**config.mk**
```make
export PLATFORM = sky130hd
export DESIGN_NAME = gbp_div
export DESIGN_NICKNAME = d
export VERILOG_FILES = /design/src/rtl/gbp_pkg.sv /design/src/rtl/gbp_div.sv
export SDC_FILE = /design/constraint.sdc
export NUM_CORES = 1
export LEC_CHECK = 0
export ABC_AREA = 1
export BUFFER_PORTS_ARGS = -buffer_cell sky130_fd_sc_hd__clkbuf_2
export CORE_AREA = 4 4 81 83
export CTS_CLUSTER_SIZE = 28
export DETAILED_ROUTE_END_ITERATION = 10
export DIE_AREA = 0 0 85 87
export PLACE_DENSITY = 0.5
export SLEW_MARGIN = 20
export SYNTH_ARGS = -nofsm -noshare
export SYNTH_HDL_FRONTEND = slang
export SYNTH_SLANG_ARGS = --single-unit
```
**constraint.sdc**
```tcl
create_clock -name clock -period 2.34 [get_ports clock]
set_clock_uncertainty 0.1 [all_clocks]
set_input_delay 0.117 -clock clock [delete_from_list [all_inputs] [get_ports clock]]
set_output_delay 0.117 -clock clock [all_outputs]
set_load 0.02 [all_outputs]
```
**src/rtl/gbp_pkg.sv**
```systemverilog
`timescale 1ns / 1ps
package gbp_pkg;

   localparam int DIM_W  = 9;   // clamped row / column count, up to 127
   localparam int TOT_W  = 17;  // rows * cols, up to 16129
   localparam int DIST_W = 12;
   localparam int CFG_W  = 7;
   localparam int CSR_IDX_W = 4;

   localparam logic [1:0] CELL_WALL   = 2'd1;
   localparam logic [1:0] CELL_PORTAL = 2'd2;

   localparam logic [CSR_IDX_W-1:0] CSR_GRID_ROWS = 4'd0;
   localparam logic [CSR_IDX_W-1:0] CSR_GRID_COLS = 4'd1;

   localparam logic [1:0] DIR_DOWN  = 2'd0;
   localparam logic [1:0] DIR_RIGHT = 2'd1;
   localparam logic [1:0] DIR_UP    = 2'd2;
   localparam logic [1:0] DIR_LEFT  = 2'd3;

   typedef enum logic [3:0] {
      S_LOAD, S_CLEAR, S_INIT, S_LEVEL, S_POP, S_POPW, S_DIV, S_NB, S_NBW,
      S_PREAD, S_PIDX, S_PVIS, S_PSELF, S_PSELFW, S_DONE
   } gbp_state_type;

endpackage

```
**src/rtl/gbp_div.sv**
```systemverilog
`timescale 1ns / 1ps
module gbp_div
   import gbp_pkg::*;
#(
   parameter int IDX_W = 12
) (
   input  logic             clock,
   input  logic             reset,
   input  logic             start,
   input  logic [IDX_W-1:0] dividend,
   input  logic [DIM_W-1:0] divisor,
   output logic             done,
   output logic [IDX_W-1:0] quot,
   output logic [DIM_W-1:0] rem
);
   localparam int CNT_W = $clog2(IDX_W + 1);

   logic [DIM_W:0]   rem_ff, rem_in, trial;
   logic [IDX_W-1:0] quo_ff, quo_in;
   logic [CNT_W-1:0] cnt_ff, cnt_in;
   logic             busy_ff, busy_in, done_ff, done_in;
   logic             ge;

   // one quotient bit per cycle, restoring
   always_comb begin
      trial  = {rem_ff[DIM_W-1:0], quo_ff[IDX_W-1]};
      ge     = trial >= {1'b0, divisor};
      rem_in = rem_ff;
      quo_in = quo_ff;
      cnt_in = cnt_ff;
      busy_in = busy_ff;
      done_in = done_ff;
      if (start) begin
         rem_in  = '0;
         quo_in  = dividend;
         cnt_in  = '0;
         busy_in = 1'b1;
         done_in = 1'b0;
      end else if (busy_ff) begin
         rem_in = ge ? (trial - {1'b0, divisor}) : trial;
         quo_in = {quo_ff << 1} | {{(IDX_W-1){1'b0}}, ge};
         cnt_in = cnt_ff + 1'b1;
         if (cnt_ff == CNT_W'(IDX_W - 1)) begin
            busy_in = 1'b0;
            done_in = 1'b1;
         end
      end
   end

   always_ff @(posedge clock) begin
      if (reset) begin
         busy_ff <= 1'b0;
         done_ff <= 1'b0;
      end else begin
         busy_ff <= busy_in;
         done_ff <= done_in;
      end
      rem_ff <= rem_in;
      quo_ff <= quo_in;
      cnt_ff <= cnt_in;
   end

   assign done = done_ff;
   assign quot = quo_ff;
   assign rem  = rem_ff[DIM_W-1:0];

endmodule

```
-- Word-level counts from Yosys, hierarchy flattened
Index checks and enable logic that the tools add are counted.
- bits of input ports: 24
- bits in latches: 0
- memories: 0
- bits in writable memories: 0
- flip-flop bits (word level): 27
- output and inout bits: 22
- bits in read-only memories: 0
- $add $sub $neg: 2
- multiplexer cells: 6
- magnitude comparators: 1
- multiply operators: 0
- shift operators: 0
- equality and inequality tests: 1
- div/mod/pow operators: 0
- bitwise operators: 1
- reductions and logical operators: 3
- operators by type and width (operator ; number):
    12-bit 2-to-1 mux ; 2
    12-bit by 1-bit OR with 12-bit output ; 1
    10-bit by 9-bit greater-or-equal comparator with 1-bit output ; 1
    9-bit 2-to-1 mux ; 1
    9-bit subtractor ; 1
    4-bit by 1-bit adder with 4-bit output (second input constant) ; 1
    4-bit equality test (second input constant) ; 1
    1-bit 2-to-1 mux ; 3
    2-bit AND reduction ; 1
    2-bit nonzero test ; 1
    2-bit OR reduction ; 1

-- Longest topological paths before layout
- word-level depth: 4
- mapped depth: 13

-- Worst setup path before layout
No wires, ideal clock.
- path type: register -> register
- start: register quo_ff[11] (netlist: quot[11])
- end: register rem_ff[0]
- required time: 2.105 ns
- stages on the path, launching flop included: 12
- slack: 0.346 ns
- arrival: 1.759 ns
- path buffers: 1
- cell sequence: edfxtp_1 > inv_1 > ha_1 > inv_1 > fa_1 > nand2_1 > nand3_2 > nand2_2 > buf_6 > nand3_1 > nand3_1 > o21ai_0
- word-level cells in the longest chain between the ends: 2
- elaborated cells between the ends (all ways): 3
- classes of those cells: add/sub: 1; order compare: 1; mux: 1
- ends and longest elaborated chain (item ; RTL line ; text):
    start: declaration ; gbp_div.sv:19 ; logic [IDX_W-1:0] quo_ff, quo_in;
    start signal: assignment ; gbp_div.sv:59 ; quo_ff <= quo_in;
    9-bit subtractor or 10-bit by 9-bit greater-or-equal comparator with 1-bit output (tied branches) ; gbp_div.sv:40, gbp_div.sv:27 ;
    9-bit 2-to-1 mux * ; gbp_div.sv:40 ; rem_in = ge ? (trial - {1'b0, divisor}) : trial;
    end signal: assignment ; gbp_div.sv:58 ; rem_ff <= rem_in;
    end: declaration ; gbp_div.sv:18 ; logic [DIM_W:0] rem_ff, rem_in, trial;
Mark *: on every way between the ends. The rest lies on a longest branch, timed or not.
A chain may end at the register's enable or synchronous reset.

-- Worst setup path after layout
- start: register quo_ff[11] (netlist: quot[11])
- end: register rem_ff[2]
The elaborated chain is that of the path after synthesis.

==> key figures <==
Status
  – Status: finished clean

Yosys
  – Leading area contributor after synthesis: edfxtp_1
  – Number of synthesized register bits: 27
  – Syn Inst Count: 240
  – Top cells by count, synth: nand2_1, inv_1, nand3_1
  – Asr flop ratio synth: 0
  – Syn nets: 275
  – Ys Warns: 0
  – Post-synthesis sequential area ratio: 0.388
  – Synth cell types: 25
  – Main flop type after synthesis: dfxtp_1
  – Post-synth EDFFs: 12
  – Syn Area/Cell: 7.09 um^2
  – Yosys top cell area share: 0.212
  – Syn Std Cell Area: 1700 um^2
  – Synth area leaders: edfxtp_1, nand2_1, dfxtp_1
  – Top-count cell post-synth: nand2_1

Die
  – I/O pin total: 46
  – Die Ht: 87 um
  – Die ar.: 7400 um^2
  – Cell row count: 28
  – Initial Util: 0.291
  – Die width: 85 um
  – Core ar.: 5850 um^2

Worst setup path
  – Worst setup path end: rem_ff[2]$_SDFFE_PP0P_
  – Crit path required time: 2.45 ns
  – RR Endpoint: rem_ff[2]$_SDFFE_PP0P_
  – Crit-path max FO: 12
  – CP startpoint: quot[11]$_DFFE_PP_
  – Cell Chain, Critical Path: inv_1 -> ha_1 -> inv_1 -> fa_1 -> nand2_1 -> nand3_2 -> nand2_4 -> nand2_2 -> nand2_1 -> nand3_1 -> o21ai_1
  – Cell depth of the worst setup path: 11
  – Nature of the critical path endpoint: flop
  – Crit path DAT: 2.17 ns
  – Launch point of the worst reg-to-reg path: quot[11]$_DFFE_PP_
  – Worst path top cell family by delay: simple AND/OR/NAND/NOR gates
  – CP bufs+invs: 2
  – R2R setup slack: 0.27 ns
  – CP Class: flop to flop
  – Critical path startpoint category: flop
  – Max stage delay on crit path: 0.41 ns
  – Worst path slowest cell: edfxtp_1
  – Cells on worst reg2reg path: 11

Power
  – NetSw: 0.318 mW
  – Sw Ratio: 0.301
  – Power Dens Cells: 508 nW/um^2
  – Worst vdd ir: 0.240 mV
  – P_int: 0.738 mW
  – Combinational power share: 0.227
  – Sequential power share: 0.521
  – Leak pwr: 1.15 nW
  – Share of total power in the clock network: 0.252

Placed design
  – Pre-CTS WS: 0.216 ns
  – Number of buffers added on ports: 45
  – Placed Area: 2010 um^2
  – GPL Wtd Cong: 0.802
  – DPL Wire Length: 3.30 mm

CTS
  – Clk Latency, worst-skew pair: 0.27 ns
  – Htree depth: 1
  – CTS tree: yes
  – Setup repair bufs after CTS: 0
  – CTS buffer count: 3
  – Clock root buffer: clkbuf_8
  – Clock Pin Slew Worst Setup and Hold Paths: 0.10 ns
  – CTS sink count: 27
  – CTS Buffer Depth: 2

GRT
  – Initial antenna violation count: 0
  – First-pass GRT wire length: 6.84 mm
  – Gr ovfl total: 0
  – Overall Global Routing Usage: 0.114
  – Pin count of the biggest net entering global routing: 17
  – Vias in the first global route: 1469

Timing
  – Fin. Hold Viols: 0
  – Setup_tns: 0 ns
  – Final critical-path required period: 2.07 ns
  – Final hold slack: 0.0161 ns
  – RSZ-0062 raised after global routing: false
  – Max Clock Freq: 0.483 GHz
  – Final slew viol count: 0
  – Setup WS post-layout: 0.271 ns
  – Tightest Pin Transition: 0.630 ns
  – Setup-failing EPs final: 0
  – Tcrit/Tclk final: 0.884
  – Slew HR: 0.579

Detailed routing
  – WL/cell: 11.3 um
  – Via Count: 1575
  – DR iter-0 viols: 74
  – Antenna viol nets, final: 0
  – Via/cell ratio: 4.33
  – DRC: 0
  – First-pass DRT Iterations: 4
  – Wirelength, routed: 4.12 mm

Cells and area
  – Area Overhead vs Synth: 22.1%
  – Fin area: 2080 um^2
  – Fillers: 641
  – Final net count: 325
  – Diodes inserted: 0
  – Core Util, Final: 0.355
  – Layout cell share with drive strength beyond 1: 0.211

Min path
  – Hold path start: dividend[7]
  – HP Class: input port to flop

Job
  – Max cap viols: 0
==> through the flow <==
| step | power, mW | cells |
|---|---|---|
| after floorplan | 0.720 | 240 |
| after global placement | 0.803 | 359 |
| after detailed placement | 0.802 | 359 |
| after CTS | 1.07 | 364 |
| after global routing | 1.13 | 364 |
| final | 1.06 | 364 |
==> area by class of cell <==
type,count,area [um^2],share of cell area
Multi-Input combinational cell,167,855,0.411
Sequential cell,27,661,0.318
Timing Repair Buffer,50,265,0.128
Inverter,41,154,0.0741
Tap cell,75,93.8,0.0452
Clock buffer,3,41.3,0.0199
Clock inverter,1,7.51,0.00361
==> power by group through the flow <==
| stage | Sequential (mW) | Clock, mW | Combinational, mW |
|---|---|---|---|
| floorplan | 0.591 | 0 | 0.129 |
| global placement | 0.561 | 0 | 0.242 |
| detailed placement | 0.561 | 0 | 0.241 |
| CTS | 0.550 | 0.278 | 0.243 |
| global route | 0.556 | 0.302 | 0.273 |
| finish | 0.550 | 0.266 | 0.240 |
==> registers in the layout (all words and copies together), names as in the netlist <==
register / cells
quot: 12
done: 1
rem_ff: 9
busy_ff: 1
cnt_ff: 4
==> what timing repair did <==
action,4_1_cts,5_1_grt
resized for setup,0,1
endpoints found under the setup margin,0,2
endpoints found under the hold margin,2,0
hold buffers,1,0
==> how the worst min path moves through the flow <==
| stage | cells after the start | endpoint | slack [ns] |
|---|---|---|---|
| after global placement | 2 | done$_SDFFE_PP0P_ | 0.21 |
| final | 3 | quot[7]$_DFFE_PP_ | 0.02 |
| after global routing | 3 | quot[10]$_DFFE_PP_ | 0.01 |
| after floorplan | 1 | done$_SDFFE_PP0P_ | 0.09 |
| after CTS | 3 | quot[7]$_DFFE_PP_ | 0.01 |
| after detailed placement | 2 | done$_SDFFE_PP0P_ | 0.21 |
==> layout by cell type (no fill, tap or decap) <==
master	Yosys	routed
a211oi_1	2	2
a21oi_1	4	4
a31oi_1	2	2
buf_4	1	4
clkbuf_2	0	45
clkbuf_8	0	3
clkinvlp_4	0	1
dfxtp_1	15	15
dlygate4sd3_1	0	1
edfxtp_1	12	12
fa_1	1	1
ha_1	10	10
inv_1	41	41
nand2_1	90	90
nand2_2	3	2
nand2_4	0	1
nand3_1	21	21
nand3_2	2	2
nand3b_1	2	2
nand4_1	2	2
nor2_1	9	9
nor2_2	3	3
nor3_1	5	5
nor4_1	1	1
o21ai_0	3	3
o21ai_1	3	3
o21bai_1	1	1
xnor2_1	3	3
==> worst reg2reg max path, delay by kind of cell (launching register included) <==
kind / cells / cell delay, ns
and+or+nand+nor: 6 / 0.67
DFF: 1 / 0.41
adders and majority gates: 2 / 0.55
buffers and inverters: 2 / 0.17
AOI/OAI and AO/OA: 1 / 0.09
==> cells by family after synthesis <==
kind of cell / Yosys count / share of synthesized area
flops: 27 / 0.388
buf+inv: 46 / 0.113
fa+ha+maj: 11 / 0.0853
simple gates: 138 / 0.349
compound gates: 15 / 0.0500
xor+xnor: 3 / 0.0154
==> routing by layer <==
layer / share of wire / GRT usage / vias to the layer above
li1: - / - / 859
met1: 0.49 / 0.160 / 689
met2: 0.46 / 0.184 / 25
met3: 0.041 / 0.0265 / 2
met4: 0.0058 / 0.0173 / 0
met5: 0 / 0 / -
Note: power is estimated with default switching activity, not from simulation.
